--- config.mk ---
export PLATFORM = sky130hd
export DESIGN_NAME = bnf_ram
export DESIGN_NICKNAME = d
export VERILOG_FILES = /design/src/rtl/core/bnf_ram.sv
export SDC_FILE = /design/constraint.sdc
export NUM_CORES = 2
export LEC_CHECK = 0
export BUFFER_PORTS_ARGS = -buffer_cell sky130_fd_sc_hd__buf_2
export CAP_MARGIN = 25
export CELL_PAD_IN_SITES_DETAIL_PLACEMENT = 1
export CELL_PAD_IN_SITES_GLOBAL_PLACEMENT = 1
export CORE_MARGIN = 5
export CORE_UTILIZATION = 35
export DETAILED_ROUTE_END_ITERATION = 12
export GPL_TIMING_DRIVEN = 1
export PLACE_DENSITY = 0.57
export SLEW_MARGIN = 10
export SYNTH_ARGS = -nofsm -noshare
export SYNTH_HDL_FRONTEND = slang
export SYNTH_SLANG_ARGS = --single-unit
--- constraint.sdc ---
create_clock -name clk -period 3.9 [get_ports clk]
set_input_delay 0.78 -clock clk [delete_from_list [all_inputs] [get_ports clk]]
set_output_delay 0.78 -clock clk [all_outputs]
set_load 0.005 [all_outputs]
--- src/rtl/core/bnf_ram.sv ---
// generic single-port ram with registered read
module bnf_ram #(
	parameter int WIDTH = 32,
	parameter int DEPTH = 64
) (
	input  logic                                   clk,
	input  logic                                   we,
	input  logic [((DEPTH > 1) ? $clog2(DEPTH) : 1)-1:0] addr,
	input  logic [WIDTH-1:0]                       wdata,
	output logic [WIDTH-1:0]                       rdata
);

	logic [WIDTH-1:0] mem_q [DEPTH];
	logic [WIDTH-1:0] rdata_q;

	always_ff @(posedge clk) begin
		if (we) begin
			mem_q[addr] <= wdata;
		end
		rdata_q <= mem_q[addr];
	end

	assign rdata = rdata_q;

endmodule

==> metrics.md <==
| Metric | Value |
|---|---|
| Outcome | `complete, no violations` |
| Iter 0 DRT Violations | `4170` |
| TritonRoute pass-1 iters | `7` |
| Total wire length after detailed routing | `253000 um` |
| Top Metal Used | `met4` |
| GPL Wtd Cong | `0.800` |
| Avg WL per Cell | `32.4 um` |
| Yosys reg bits | `2080` |
| Clock power share | `42.1%` |
| DR WL met2 | `124000 um` |
| CTS tree | `done` |
| EDFF count, synth | `2048` |
| Clock slew seen by the registers of the worst setup and hold paths | `60 ps` |
| Starting density of the core | `35.1%` |
| Syn avg cell area | `18.6 um2` |
| Peak Freq | `0.330 GHz` |
| Yosys cell types | `56` |
| DP HPWL | `154000 um` |
| Crit start category | `input port` |
| First-pass GRT wire length | `357000 um` |
| Max VDD drop | `0.475 mV` |
| RSZ-0062 raised after global routing | `false` |
| Final Core Density | `41.5%` |
| WL met3 | `14700 um` |
| GRT Residual Overflow | `0` |
| Clock Latency Late Sink | `870 ps` |
| Period utilization | `77.8%` |
| Pin count of the biggest net entering global routing | `65` |
| Final Hold Fails | `0` |
| Syn_nets | `4279` |
| Drt via density | `5.67` |
| Setup CP Type | `in2reg` |
| Register area share after synthesis | `78.7%` |
| Tot GR Track Use | `21.0%` |
| Layout cells sized above 1 | `22.2%` |
| Port bufs | `71` |
| Internal Power | `0.0369 W` |
| TritonCTS buffer count | `214` |
| Worst-path maximum fanout | `43` |
| Worst hold path class | `in2reg` |
| Warnings, synthesis | `0` |
| # DRC | `0` |
| Synth top area share | `77.9%` |
| Sw Pwr | `0.0106 W` |
| Antenna violations before repair | `14` |
| Wl on met1 | `108000 um` |
| Register share of total power | `52.3%` |
| H-tree depth | `4` |
| Die width | `485 um` |
| Pwr dens | `509 nW/um2` |
| Fin crit period | `3030 ps` |
| Cell count after synthesis | `4239` |
| Logic pwr share | `5.6%` |
| Setup ws final | `866 ps` |
| Number of global-route vias before repair | `45600` |
| Req. time, crit path | `4620 ps` |
| Mapped cell area | `78900 um2` |
| R2R cell count | `5` |
| Fillcell total | `21600` |
| Worst slew pin tran | `1040 ps` |
| Commonest non-fill, non-tap cell in the layout | `edfxtp_1` |
| Clock Skews | `35.2 ps` |
| Clock Path Buffers | `3` |
| Top cells by area, synth | `edfxtp_1 (78%), mux2i_1 (3.3%), mux4_2 (2.7%), mux2_2 (2.1%), a221oi_1 (1.9%)` |
| Leakage Power | `30.1 nW` |
| Dominant synthesized flop cell | `edfxtp_1` |
| Area post-placement | `86300 um2` |
| Root buffer cell | `clkbuf_16` |
| Core area | `225000 um2` |
| I/O pins | `72` |
| Die Area | `235000 um2` |
| Cell taking the most area after synthesis | `edfxtp_1` |
| Final setup violation count | `0` |
| Critical path capture point type | `register` |
| Worst slew margin | `30.6%` |
| Total Nets Final | `4644` |
| Rows | `174` |
| Sink Count | `2080` |
| Max Slew Vio Count | `0` |
| CTS Hold Bufs | `0` |
| # resized after CTS | `0` |
| Antenna viol nets, final | `0` |
| Data arrival time of the critical path | `3750 ps` |
| Commonest non-fill, non-tap cells in the layout | `edfxtp_1 (2048), buf_4 (272), mux2i_1 (259)` |
| Vias | `44200` |
| Die Y | `485 um` |
| Layout area overhead | `18.2%` |
| Max Cap Viol | `0` |
| Switching Share | `22.3%` |
| Placement Setup Slack | `-9.94 ps` |
| Post-route cell area | `93300 um2` |
| Post-CTS setup buffers | `0` |
| Cell depth of the worst hold path | `1` |
| Async SR Flop Fraction | `0%` |
power by group through the flow:
stage          logic, W  registers (W)  clock network [W]
2_1_floorplan   0.00118         0.0253                  0
3_3_place_gp    0.00263         0.0253                  0
4_1_cts         0.00268         0.0249             0.0204
3_5_place_dp    0.00268         0.0253                  0
5_1_grt         0.00281         0.0249             0.0214
6_report        0.00267         0.0249             0.0200
sequential cells by signal, summed over array words and instances, names as in the netlist:
name / cells
rdata: 32
mem_q: 2048
cells by family after synthesis:
group	count (synthesis)	synth area share (%)
AND/OR/NAND/NOR	424	2.81
AO/OA/AOI/OAI	933	8.66
flip-flops	2080	78.7
multiplexers	502	8.12
buffers and inverters	300	1.68
metrics by stage:
stage / hold WS (ps) / TNS, ps / cells / total power, W
2_1_floorplan: 564 / -232410 / 4239 / 0.0265
3_3_place_gp: 642 / -18.2 / 7370 / 0.0280
3_5_place_dp: 658 / -9.94 / 7374 / 0.0280
4_1_cts: 250 / 0 / 7775 / 0.0479
5_1_grt: 239 / 0 / 7782 / 0.0491
6_report: 278 / 0 / 7790 / 0.0475
routing by layer:
layer,up-vias,track usage (%)
met2,1451,35.1
li1,18400,-
met5,-,0
met3,342,2.83
met1,24000,29.1
met4,0,5.43
synthesized netlist by cell type, drive strengths merged (16+ instances only):
master,instances
mux2,147
a211oi,17
nor3,22
o21ai,85
a221oi,175
nand2b,18
nand2,28
dfxtp,32
clkbuf,169
o22ai,93
nor2,145
buf,129
mux2i,259
mux4,96
a22o,66
o22a,70
a21oi,121
a31oi,43
edfxtp,2048
nand3,54
a222oi,16
and3,85
a22oi,188
path summary, 6_finish.rpt:
check	endpoint	slack, ps	start
worst max-delay path	rdata[10]$_DFF_P_	870	addr[2]
worst min register to register	rdata[28]$_DFF_P_	660	mem_q[4][28]$_DFFE_PP_
worst max register to register	rdata[29]$_DFF_P_	1090	mem_q[21][29]$_DFFE_PP_
worst min-delay path	mem_q[52][11]$_DFFE_PP_	280	wdata[11]
critical path: stages:
cell       delay (ps)
buf_8             330
buf_4             290
inv_1              90
buf_12            180
and3_1            180
nor4_1            540
buf_4             210
a31oi_1           130
a2111oi_0         560
buf_4             240
nand3_1           120
area by class of cell:
type | count | area, um2 | share of cell area [%]
Antenna cell | 9 | 22.5 | 0.0241
Clock buffer | 311 | 5970 | 6.41
Clock inverter | 90 | 807 | 0.865
Inverter | 2 | 15.0 | 0.0161
Multi-Input combinational cell | 1859 | 16000 | 17.2
Sequential cell | 2080 | 62100 | 66.6
Tap cell | 2992 | 3740 | 4.01
Timing Repair Buffer | 447 | 4510 | 4.84
(Power assumes the default switching activity.)
